$ cat config.mk
export PLATFORM = sky130hd
export DESIGN_NAME = bcft_front
export DESIGN_NICKNAME = d
export VERILOG_FILES = /design/src/rtl/bcft_pkg.sv /design/src/rtl/bcft_front.sv
export SDC_FILE = /design/constraint.sdc
export NUM_CORES = 1
export LEC_CHECK = 0
export ABC_AREA = 0
export BUFFER_PORTS_ARGS = -buffer_cell sky130_fd_sc_hd__buf_4
export CAP_MARGIN = 20
export CORE_AREA = 4 4 192 194
export DETAILED_ROUTE_END_ITERATION = 6
export DIE_AREA = 0 0 196 198
export PLACE_DENSITY = 0.63
export REMOVE_ABC_BUFFERS = 1
export SLEW_MARGIN = 30
export SYNTH_ARGS = -nofsm -noshare
export SYNTH_HDL_FRONTEND = slang
export SYNTH_SLANG_ARGS = --single-unit
export TNS_END_PERCENT = 50
$ cat constraint.sdc
create_clock -name clk -period 16.4 [get_ports clk]
set_input_delay 2.46 -clock clk [delete_from_list [all_inputs] [get_ports clk]]
set_output_delay 2.46 -clock clk [all_outputs]
set_load 0.02 [all_outputs]
$ cat src/rtl/bcft_pkg.sv
// ----------------------------------------------------------------------------
// bcft_pkg
// shared types and constants of the bezier frame tessellator
// ----------------------------------------------------------------------------
package bcft_pkg;

  localparam logic [5:0]  MAX_STEPS = 6'd63;
  localparam logic [5:0]  STEP_RESET = 6'd16;
  localparam logic signed [15:0] ONE_Q14 = 16'sd16384;

  // iterative divider geometry
  localparam int DIV_NW = 52;
  localparam int DIV_DW = 32;

  typedef logic signed [47:0] wide_t;
  typedef logic signed [15:0] q14_t;

  // one segment job handed from the front to the back
  typedef struct packed {
    logic [3:0][2:0][31:0] w;
    logic [5:0]            n;
    logic                  seg;
    logic                  bad;
  } job_t;

  // one result item
  typedef struct packed {
    logic [2:0][31:0] pos;
    logic [47:0]      tangent;
    logic [47:0]      normal_vec;
    logic [47:0]      binormal;
    logic             last_of_run;
    logic             malformed;
  } res_t;

endpackage

$ cat src/rtl/bcft_front.sv
// ----------------------------------------------------------------------------
// bcft_front
// takes control points, keeps the point window and issues segment jobs
// ----------------------------------------------------------------------------
module bcft_front (
  input  logic               clk,
  input  logic               rst,
  input  logic               push,
  output logic               full,
  input  logic signed [31:0] px,
  input  logic signed [31:0] py,
  input  logic signed [31:0] pz,
  input  logic               end_of_curve,
  input  logic               cfg_valid,
  output logic               cfg_ready,
  input  logic [5:0]         cfg_data,
  input  logic               job_full,
  output logic               job_push,
  output bcft_pkg::job_t     job
);
  import bcft_pkg::*;

  logic [2:0][2:0][31:0] win;
  logic [1:0]            held;
  logic                  seen;
  logic [5:0]            step_count;

  logic                  accepted;
  logic                  seg;
  logic [1:0]            held_a;
  logic                  seen_a;
  logic                  bad;
  logic [2:0][31:0]      p;

  assign cfg_ready = 1'b1;
  assign full      = job_full;
  assign accepted  = push && !full;
  assign p         = {pz, py, px};

  // a fourth point closes a segment
  assign seg    = (held == 2'd3);
  assign held_a = seg ? 2'd1 : held + 2'd1;
  assign seen_a = seg || seen;
  // well-formed end holds only the shared end point of an emitted segment
  assign bad    = end_of_curve && !((held_a == 2'd1) && seen_a);

  assign job_push = accepted && (seg || bad);
  assign job.w    = {p, win[2], win[1], win[0]};
  assign job.n    = step_count;
  assign job.seg  = seg;
  assign job.bad  = bad;

  always_ff @(posedge clk) begin
    if (accepted) begin
      if (seg) begin
        win[0] <= p;
      end else begin
        win[held] <= p;
      end
    end
  end

  always_ff @(posedge clk) begin
    if (rst) begin
      held       <= '0;
      seen       <= 1'b0;
      step_count <= STEP_RESET;
    end else begin
      if (cfg_valid) begin
        step_count <= cfg_data;
      end
      if (accepted) begin
        if (end_of_curve) begin
          held <= '0;
          seen <= 1'b0;
        end else begin
          held <= held_a;
          seen <= seen_a;
        end
      end
    end
  end

endmodule

---- Word-level counts from Yosys, hierarchy flattened ----
Cells that the tools add are included.
Widths: inputs -> output; s select.
operators by class
  add/sub/neg operators ................... 1
  multiply operators ...................... 0
  div/mod/pow operators ................... 0
  $lt $le $gt $ge ......................... 2
  equal/unequal tests ..................... 2
  shifts and indexed selects .............. 0
  mux-type cells .......................... 7
  bitwise operators ....................... 1
  reductions and logical operators ........ 10
operators by type and width
  cell                 count
  $bwmux 288           1
  $demux 96 s2         1
  $mux 96              2
  $logic_and 1x1->1    5
  $mux 2               2
  $lt 2x3->1 const B   1
  $add 2x1->2 const B  1
  $eq 2x1->1 const B   1
  $eq 2x2->1 const B   1
  $ge 2x1->1 const B   1
  $logic_not 1->1      2
  $logic_or 1x1->1     2
  $reduce_and 2->1     1
  $mux 1               1
  $not 1->1            1
storage, ports and cells
  register bits after elaboration ......... 297
  latch bits .............................. 0
  memory bits (writable) .................. 0
  memory bits (read-only) ................. 0
  bits of input ports ..................... 108
  output and inout port bits .............. 395
  logic and storage cells ................. 35
  memories kept ........................... 0

---- Depth between registers and ports, before layout ----
  word-level depth ........................ 8
  depth in mapped cells ................... 6
  mapped depth without buffers ............ 5

---- Worst setup path before layout ----
No wires, ideal clock.
  path type ............................... input -> register
  start ................................... input port job_full
  end ..................................... register win (netlist bit job[104]), enable pin
  library setup time ...................... 688 ps
  arrival time ............................ 9592 ps
  data required time ...................... 15712 ps
  path slack .............................. 6120 ps
  cell stages on the path ................. 2
  buffers on the path ..................... 0
  cell sequence ........................... nand2b_4 > nor3b_1
between the ends
  word-level cells in the longest chain between the ends .. 3
ends and longest elaborated chain
  item                               RTL line          text
  start, declared                    bcft_front.sv:17  input logic job_full,
  $logic_not 1->1                    bcft_front.sv:37  assign accepted = push && !full;
  $logic_and 1x1->1                  bcft_front.sv:37
  $reduce_and 2->1 (no source line)  n/a
  end signal, assigned by index      bcft_front.sv:58  win[held] <= p;
  end, declared                      bcft_front.sv:23  logic [2:0][2:0][31:0] win;
Every way passes these cells.
A chain may end at the register's enable or synchronous reset.

---- Final worst setup path ----
  start ................................... input port job_full
  end ..................................... output port job_push
between the ends
  word-level cells in the longest chain between the ends .. 3
ends and longest elaborated chain
  item               RTL line          text
  $logic_not 1->1    bcft_front.sv:37
  $logic_and 1x1->1  bcft_front.sv:37
  $logic_and 1x1->1  bcft_front.sv:47  assign job_push = accepted && (seg || bad);
  end, declared      bcft_front.sv:18  output logic job_push,
Every way passes these cells.

==> impl_results.md <==
- CTS Root Cell: clkbuf_16
- Largest net degree at the start of global routing: 55
- Longest Clk Path Bufs: 3
- CTS Sinks: 297
- GPL Wtd Cong: 0.776
- CTS H-tree lvls: 1
- DRC viols: 0
- Post-Syn Area: approximately 11,000 um2
- # resized after CTS: 0
- Initial Util: 0.306
- Synth Register Bits: 297
- Syn Area/Cell: ~20 um2
- Register area: 8830 um2
- Via-per-instance ratio: 4.05
- Cell Pwr Density: between 100 and 150 nW/um2
- Detailed-route wire length: 27.0 mm
- Avg WL per Cell: 18.5 um
- CTS tree: yes
- Synth-to-Final Area Change: 41.6%
- Mapped Cells: 544
- Fin area: 15,200 um2
- Clock Skew: 0.00761 ns
- Vias in the first global route: 5,926
- Run status: completed
- GR Util All Layers: 0.127
- Maximum VDD drop: 72.6 uV
- MaxCap Viol Count: 0
- Max-slew violations: 0
- Clock buffer count from CTS: 30
- Setup crit end kind: output port
- Tcrit/Tclk final: 0.334
- CP Data Required Time: 13.94 ns
- Post-CTS setup buffers: 0
- Dpl hpwl: 19.7 mm
- Iteration count of the initial detailed-routing pass: 4
- TNS Setup: 0 ns
- Met3 routed WL: 2.36 mm
- Clock slew at reported path FFs: 0.05 ns
- Clk Latency, worst-skew pair: 0.55 ns
- Hold_ws: around 0.5 ns
- Final min period: around 5.5 ns
- Final hold vios: 0
- Slew headroom: 0.422
- Crit path DAT: about 3 ns
- Share of layout cells above drive strength 1: 0.594
- Min-Delay Path Class: register to register
- Most used flip-flop cell after synthesis: edfxtp_1
- P_leak: roughly 6 nW
- Initial DRC count: 270
- Ant diodes: 0
- Met1 wire length: 10.1 mm
- Core area: approximately 35,000 um2
- Die Span X: 196 um
- Critical path type: input pin to output port
- Ports: 503
- Post-synth EDFFs: 288
- CP max FO: 7
- Final Net Count: roughly 1,100
- First-pass GRT wire length: between 30 and 40 mm
- Post-place instance area: between 10,000 and 15,000 um2
- Unrepaired setup endpoints after global routing: no
- Synth unique cells: 27
- Slew @ Worst Pin: 0.867 ns
- # rows: 69
- # port buffers: ~500
- Die area: about 39,000 um2
- Yosys warnings: 0
- Ys async rst share: 0
- Vias: roughly 5,900
- Fill count: 3,111
- Antenna-violating nets left: 0
- GRT overflow: 0
- Utilization after layout: 0.433
- Initial antenna violation count: 0
- Die Y: 198 um
- Setup violators final: 0
- Area of the multi-input gates: 1080 um2
- Seq/Total Area, Yosys: 0.820
- Met2 routed WL: approximately 14 mm
- Max frequency: 182 MHz
- Top routing layer used: met4
- Critical Path Start Type: input pin
- Post-CTS Hold Buffers: 0
==> path summary, 6_finish.rpt <==
path | startpoint | to | slack [ns] | cells past startpoint
hold reg to reg | held[1]$_SDFFE_PP0P_ | held[1]$_SDFFE_PP0P_ | 0.50 | 2
hold / removal | held[1]$_SDFFE_PP0P_ | held[1]$_SDFFE_PP0P_ | 0.50 | 2
setup reg to reg | held[0]$_SDFFE_PP0P_ | job[57]$_DFFE_PP_ | 13.70 | 5
setup / recovery | job_full | job_push | 10.92 | 4
==> per-stage QoR <==
step           power [mW]  setup slack, ns  cells
2_1_floorplan       0.922             6.12    432
6_report             1.65            10.92   1458
3_3_place_gp         1.02            10.92   1402
4_1_cts              1.67            10.91   1458
5_1_grt              1.71            10.87   1458
3_5_place_dp         1.02            10.92   1402
==> report_power, final <==
group | internal, mW | total [mW] | switching (mW)
Sequential | 0.853 | 0.857 | 0.00441
Clock | 0.375 | 0.648 | 0.273
Combinational | 0.0633 | 0.148 | 0.0843
Total | 1.29 | 1.65 | 0.362
==> critical path, cell delays in order <==
cell and delay (ns):
buf_4 0.12, nand2b_4 0.18, nor2_1 0.12, buf_4 0.15
==> synth_stat cells (2+ instances only) <==
master | n | area, um2
mux2i_1 | 5 | 50.1
a21oi_1 | 4 | 20.0
nor2_1 | 8 | 30.0
nor2b_2 | 22 | 193
buf_6 | 2 | 22.5
nor3b_1 | 2 | 15.0
buf_2 | 6 | 30.0
ha_1 | 5 | 62.6
buf_4 | 100 | 751
edfxtp_1 | 288 | 8650
buf_12 | 3 | 60.1
nor2b_4 | 18 | 248
dfxtp_1 | 9 | 180
nor2b_1 | 57 | 357
inv_1 | 2 | 7.51
nand2_1 | 2 | 7.51
==> area by class of cell <==
cell class,count,share of cell area
tap,461,0.0378
clock buffer,38,0.0526
inverter,2,0.000492
multi-input combinational,133,0.0708
sequential,297,0.579
clock inverter,18,0.00845
timing repair buffer,509,0.251
==> cell families (layout without fill, tap and decap cells) <==
family,after synthesis,after routing,synth area share
buffers and inverters,114,567,0.0812
and+or+nand+nor,115,115,0.0838
other,1,1,0.000348
DFF,297,297,0.820
adders and majority gates,5,5,0.00581
muxes,5,5,0.00465
AOI/OAI and AO/OA,7,7,0.00407
==> flip-flops by register name, indices dropped and copies added, names as in the netlist <==
| register | flops |
|---|---|
| step_count | 6 |
| held | 2 |
| seen | 1 |
| job | 288 |
==> per-layer routing <==
layer | vias up | global-route usage
li1 | 2722 | -
met4 | 0 | 0.0372
met1 | 2831 | 0.150
met2 | 308 | 0.228
met3 | 38 | 0.0344
met5 | - | 0
==> cells in the final DEF, fill, tap and decap left out <==
cell type   instances
a211o_1             1
a211oi_1            1
a21oi_1             4
and2b_1             1
buf_4             509
bufinv_16           2
clkbuf_1            7
clkbuf_16          31
clkinv_1           11
clkinv_2            4
clkinvlp_4          1
conb_1              1
dfxtp_1             9
edfxtp_1          288
ha_1                5
inv_1               2
mux2i_1             5
nand2_1             2
nand2b_1            1
nand2b_4            1
nand3b_1            1
nor2_1              7
nor2_4              2
nor2b_1            57
nor2b_2            22
nor2b_4            18
nor3b_2             2
o21a_1              1
or3_1               1
(Power assumes the default switching activity.)
