## src/rtl/bcft_fifo.sv

```systemverilog
// ----------------------------------------------------------------------------
// bcft_fifo
// small register queue used between the parts of the tessellator
// ----------------------------------------------------------------------------
module bcft_fifo #(
  parameter int WIDTH = 8,
  parameter int DEPTH = 2
) (
  input  logic             clk,
  input  logic             rst,
  input  logic             push,
  input  logic [WIDTH-1:0] din,
  output logic             full,
  input  logic             pop,
  output logic [WIDTH-1:0] dout,
  output logic             empty
);
  localparam int AW = (DEPTH > 1) ? $clog2(DEPTH) : 1;
  localparam int CW = $clog2(DEPTH + 1);

  logic [WIDTH-1:0] mem [DEPTH];
  logic [AW-1:0]    wr;
  logic [AW-1:0]    rd;
  logic [CW-1:0]    cnt;
  logic             do_push;
  logic             do_pop;

  assign full    = (cnt == CW'(DEPTH));
  assign empty   = (cnt == '0);
  assign do_push = push && !full;
  assign do_pop  = pop && !empty;
  assign dout    = mem[rd];

  always_ff @(posedge clk) begin
    if (do_push) begin
      mem[wr] <= din;
    end
  end

  always_ff @(posedge clk) begin
    if (rst) begin
      wr  <= '0;
      rd  <= '0;
      cnt <= '0;
    end else begin
      if (do_push) begin
        wr <= (wr == AW'(DEPTH - 1)) ? '0 : wr + AW'(1);
      end
      if (do_pop) begin
        rd <= (rd == AW'(DEPTH - 1)) ? '0 : rd + AW'(1);
      end
      if (do_push && !do_pop) begin
        cnt <= cnt + CW'(1);
      end else if (do_pop && !do_push) begin
        cnt <= cnt - CW'(1);
      end
    end
  end

endmodule

```

## config.mk

```make
export PLATFORM = sky130hd
export DESIGN_NAME = bcft_fifo
export DESIGN_NICKNAME = d
export VERILOG_FILES = /design/src/rtl/bcft_fifo.sv
export SDC_FILE = /design/constraint.sdc
export NUM_CORES = 1
export LEC_CHECK = 0
export BUFFER_PORTS_ARGS = -buffer_cell sky130_fd_sc_hd__buf_4
export CAP_MARGIN = 20
export CORE_MARGIN = 5
export CORE_UTILIZATION = 45
export CTS_BUF_LIST = sky130_fd_sc_hd__clkbuf_4 sky130_fd_sc_hd__clkbuf_8
export CTS_CLUSTER_SIZE = 25
export DETAILED_ROUTE_END_ITERATION = 8
export HOLD_SLACK_MARGIN = 0.06
export PLACE_DENSITY = 0.7
export SLEW_MARGIN = 5
export SYNTH_ARGS = -nofsm -noshare
export SYNTH_HDL_FRONTEND = slang
export SYNTH_SLANG_ARGS = --single-unit
```

## constraint.sdc

```tcl
create_clock -name clk -period 2.23 [get_ports clk]
set_clock_uncertainty 0.15 [all_clocks]
set_input_delay 0.446 -clock clk [delete_from_list [all_inputs] [get_ports clk]]
set_output_delay 0.446 -clock clk [all_outputs]
set_load 0.1 [all_outputs]
```

# ---- After elaboration in Yosys (flattened, before gate mapping)
# Memories as Yosys holds them, arrays and structs flattened. A register that Yosys moved wholly into a read port is not among the register bits.
# Cells that the tools add are included.
dict set report word_totals {
  memories 1
  ff_bits 4
  out_inout_bits 10
  in_bits 12
  elab_cells 27
  ram_bits 16
}
dict set report op_classes {
  n_addsub 4
  n_eq_ne 1
  n_reduce_logical 10
  n_mux 8
}
# memory words word_bits rd rd_clocked_by_memory_dff wr line_no
set mem_list {}
lappend mem_list {mem 2 8 1 1 1 21} ;# logic [WIDTH-1:0] mem [DEPTH];
# op count
set ops {}
lappend ops {{1-bit two-way mux} 6}
lappend ops {{1-bit logical AND} 4}
lappend ops {{1-bit logical NOT} 4}
lappend ops {{2-bit two-way mux} 2}
lappend ops {{1-bit adder (second input constant)} 2}
lappend ops {{2-bit by 1-bit adder with 2-bit output (second input constant)} 1}
lappend ops {{2-bit == test (second input constant)} 1}
lappend ops {{2-bit logical NOT} 1}
lappend ops {{2-bit nonzero test} 1}
lappend ops {{2-bit by 1-bit subtractor with 2-bit output (second input constant)} 1}

# ---- Depth between registers and ports, before layout
dict set report depth {
  depth_word 7
  mapped_depth 6
}

# ---- Least setup slack after synthesis
# No wires, ideal clock.
dict set report synth_timing {
  path_type {register -> register}
  start {register cnt[1]}
  end {register cnt[1]}
  stages_incl_launch_ff 6
  t_required_ps 2010
  slack_ps -155
  arrival_ps 2165
  synth_period_minus_slack_ps 2385
  setup_time_ps 70
  cell_sequence {dfxtp_1 > nor2b_2 > nor2_1 > ha_1 > or3_1 > a21oi_1}
}
dict set report synth_between {
  elab_chain_len 6
  elab_cells_between_ends 15
  cone_classes {add/sub (2); eq/ne (1); mux (2); reduce/logical (10)}
}
# item line_no
set synth_lines {}
lappend synth_lines {{start: declaration} 24} ;# logic [CW-1:0] cnt;
lappend synth_lines {{start signal: assignment} 53} ;# cnt <= cnt + CW'(1);
lappend synth_lines {{start signal: assignment} 55} ;# cnt <= cnt - CW'(1);
lappend synth_lines {{2-bit == test (*)} 28} ;# assign full = (cnt == CW'(DEPTH));
lappend synth_lines {{named net full} 13} ;# output logic full,
lappend synth_lines {{1-bit logical NOT (*)} 30} ;# assign do_push = push && !full;
lappend synth_lines {{1-bit logical AND (*)} 30}
lappend synth_lines {{1-bit logical NOT} 54} ;# end else if (do_pop && !do_push) begin
lappend synth_lines {{1-bit logical AND} 54}
lappend synth_lines {{2-bit nonzero test (no line)} -}
# Mark *: on every way through the listed nets, which the timed path passes. The rest lies on a longest branch. The select of a mux whose other input is x is not followed.
# A chain may end at the register's enable or synchronous reset.

==> metrics.txt <==
# TYPE chip_impl_metric gauge
chip_impl_metric{name="globalRouteOverflowTotal",unit=""} 0
chip_impl_metric{name="floorplan.initialDensity",unit="%"} 46.4
chip_impl_metric{name="sequential_area_share_after_synthesis",unit="%"} 73.2
chip_impl_metric{name="drtAntennaViolNets",unit=""} 0
chip_impl_metric{name="fp.dieW",unit="microns"} 52.0
chip_impl_metric{name="crit_path_max_fanout",unit=""} 8
chip_impl_metric{name="syn_inst",unit=""} 50
chip_impl_metric{name="post-route-cell-area",unit="sq um"} 1010
chip_impl_metric{name="final-setup-viol-count",unit=""} 0
chip_impl_metric{name="placementRows",unit=""} 15
chip_impl_metric{name="count_of_hold_buffers_inserted_by_post_cts_repair",unit=""} 0
chip_impl_metric{name="clk_latency",unit="ns"} 0.30
chip_impl_metric{name="die_y",unit="microns"} 52.0
chip_impl_info{name="hold_path_class",value="input port to register"} 1
chip_impl_metric{name="cts_repair_resizes",unit=""} 0
chip_impl_metric{name="die_area",unit="sq um"} 2700
chip_impl_info{name="run_status",value="finished clean"} 1
chip_impl_metric{name="number_of_failing_hold_endpoints_at_the_final_stage",unit=""} 0
chip_impl_info{name="worstSetupStartpointType",value="register"} 1
chip_impl_metric{name="netlist_area",unit="sq um"} 793
chip_impl_metric{name="antenna_cells_inserted",unit=""} 0
chip_impl_metric{name="globalRouteMet2Util",unit="%"} 19.2
chip_impl_metric{name="drc_errors",unit=""} 0
chip_impl_metric{name="drt_iter0_markers",unit=""} 10
chip_impl_metric{name="tritoncts_num_sinks",unit=""} 21
chip_impl_info{name="buffer_type_at_the_clock_tree_root",value="clkbuf_4"} 1
chip_impl_metric{name="avg_cell_area_syn",unit="sq um"} 15.9
chip_impl_metric{name="worst_setup_hold_path_clk_slew",unit="ns"} 0.11
chip_impl_metric{name="drt_first_pass_iters",unit=""} 3
chip_impl_metric{name="minimum_setup_slack_among_reg_to_reg_paths",unit="ns"} 0.45
chip_impl_info{name="regToRegEndpoint",value="cnt[1]"} 1
chip_impl_metric{name="r2r_cells",unit=""} 4
chip_impl_metric{name="grt_max_degree",unit=""} 13
chip_impl_metric{name="drt-vias-per-instance",unit=""} 4.69
chip_impl_metric{name="synth-seq-cells",unit=""} 21
chip_impl_metric{name="detailedPlacementHpwl",unit="microns"} 960
chip_impl_info{name="unrepaired_setup_endpoints_after_global_routing",value="false"} 1
chip_impl_metric{name="cts_setup_buffers",unit=""} 0
chip_impl_metric{name="detail_route.wirelength",unit="microns"} 1260
chip_impl_metric{name="gp_routability_congestion",unit=""} 0.682
chip_impl_metric{name="drv.max_cap_violation_count",unit=""} 0
chip_impl_metric{name="worst_path_arrival_time",unit="ns"} 1.45
chip_impl_metric{name="flow.area_growth_from_synthesis",unit="%"} 27.3
chip_impl_metric{name="via_count_of_the_first_global_routing_pass",unit=""} 490
chip_impl_metric{name="gr-usage-met3",unit="%"} 4.30
chip_impl_metric{name="buffer_ports.inserted",unit=""} 21
chip_impl_metric{name="grt_first_pass_wirelength",unit="microns"} 2080
chip_impl_metric{name="final_min_period_over_clock_period",unit="%"} 91.9
chip_impl_metric{name="worst-slew-pin-transition",unit="ns"} 0.379
chip_impl_metric{name="antenna_violations_before_repair",unit=""} 0
chip_impl_metric{name="ys_warn_count",unit=""} 0
chip_impl_metric{name="critical_path_required",unit="ns"} 1.63
chip_impl_metric{name="drive_above_1_share",unit="%"} 45.9
chip_impl_info{name="critical_path.endpoint_type",value="output port"} 1
chip_impl_info{name="globalRoute.busiestLayer",value="met2"} 1
chip_impl_metric{name="holdPathStages",unit=""} 1
chip_impl_metric{name="globalRouteMet1Util",unit="%"} 10.7
chip_impl_metric{name="postPlaceCellArea",unit="sq um"} 982
chip_impl_info{name="hold-path-endpoint",value="mem[0][6]"} 1
chip_impl_metric{name="pins_over_slew_limit",unit=""} 0
chip_impl_metric{name="fin_nets",unit=""} 88
chip_impl_metric{name="max_freq",unit="MHz"} 488
chip_impl_info{name="clock_tree_from_tritoncts",value="done"} 1
chip_impl_metric{name="synth_cell_types",unit=""} 13
chip_impl_info{name="hold_start",value="din[6]"} 1
chip_impl_metric{name="synthesis.nets",unit=""} 63
chip_impl_metric{name="floorplan.core_area",unit="sq um"} 1710
chip_impl_metric{name="avgRoutedWirePerCell",unit="microns"} 12.7
chip_impl_metric{name="boundaryPins",unit=""} 22
chip_impl_info{name="reg2reg_from",value="cnt[0]"} 1
chip_impl_metric{name="relSlewSlack",unit="%"} 74.7
chip_impl_metric{name="gr-usage-all-layers",unit="%"} 11.0
chip_impl_metric{name="numCtsBuffers",unit=""} 3
chip_impl_metric{name="htreeDepth",unit=""} 1
chip_impl_info{name="worstSetupPathType",value="register to output port"} 1
chip_impl_metric{name="utilization",unit="%"} 59.1
chip_impl_metric{name="period_needed",unit="ns"} 2.05
chip_impl_metric{name="max-clock-path-buffers",unit=""} 2
chip_impl_metric{name="vias",unit=""} 464
-- metrics by stage --
step	worst slack [ns]	std cells	setup TNS [ns]	hold WS, ns
5_1_grt	0.0934	99	0	0.141
3_5_place_dp	0.439	95	0	0.332
3_3_place_gp	0.499	95	0	0.317
2_1_floorplan	-0.00521	50	-0.00521	0.302
6_report	0.182	99	0	0.174
4_1_cts	0.142	99	0	0.164
-- cells in the final DEF, fill, tap and decap left out, drive strengths merged --
master and instances:
dfxtp 5, buf 21, clkbuf 3, nor2b 1, xor2 3, a21oi 2, inv 2, and2 1
clkinv 1, mux2 8, or3 2, ha 1, edfxtp 16, o21ai 3, nor2 5
-- worst max-delay path by stage --
stage | from | to | slack [ns] | cells after the start
CTS | register | dout[3] | 0.14 | 2
finish | register | dout[5] | 0.18 | 2
global route | register | dout[5] | 0.09 | 2
global placement | register | dout[3] | 0.50 | 2
detailed placement | pop | cnt[1] | 0.44 | 5
floorplan | cnt[0] | empty | -0.005 | 1
-- registers in the layout, indices dropped and copies added, names as in the netlist, named ones only --
name,cells
rd,1
cnt,2
wr,1
mem,16
-- logic make-up (layout without fill, tap and decap cells) --
group           Yosys count  count (layout)  synth area share, %
xor+xnor                  3               3                 3.31
simple gates              9               9                 5.84
buf+inv                   3              27                 1.58
flops                    21              21                 73.2
fa+ha+maj                 1               1                 1.58
compound gates            5               5                 3.15
mux                       8               8                 11.4
-- cell type report --
cell class | instances | area, sq um
Clock buffer | 3 | 22.5
Clock inverter | 1 | 5.00
Fill cell | 139 | 698
Inverter | 2 | 7.51
Multi-Input combinational cell | 26 | 205
Sequential cell | 21 | 581
Tap cell | 25 | 31.3
Timing Repair Buffer | 21 | 158
-- routing by layer --
metal / part of all wire [%] / up-vias
met5: 0 / -
met4: 0.96 / 0
met3: 7.4 / 2
met2: 53 / 11
met1: 38 / 222
li1: - / 229
-- critical path, stage by stage (launching register included) --
cell and delay (ns):
dfxtp_1 0.54, mux2_2 0.38, buf_4 0.23
-- Yosys cell counts --
library cell | instances | share of area (%)
edfxtp_1 | 16 | 61
mux2_2 | 8 | 11
dfxtp_1 | 5 | 13
nor2_1 | 5 | 2.4
o21ai_0 | 3 | 1.9
xor2_1 | 3 | 3.3
a21oi_1 | 2 | 1.3
inv_1 | 2 | 0.95
or3_1 | 2 | 1.6
and2_1 | 1 | 0.79
buf_2 | 1 | 0.63
ha_1 | 1 | 1.6
nor2b_2 | 1 | 1.1
Power is left out: the tool's default activity adds up to more than one toggle a clock period on the data nets, which glitch-free logic cannot reach.
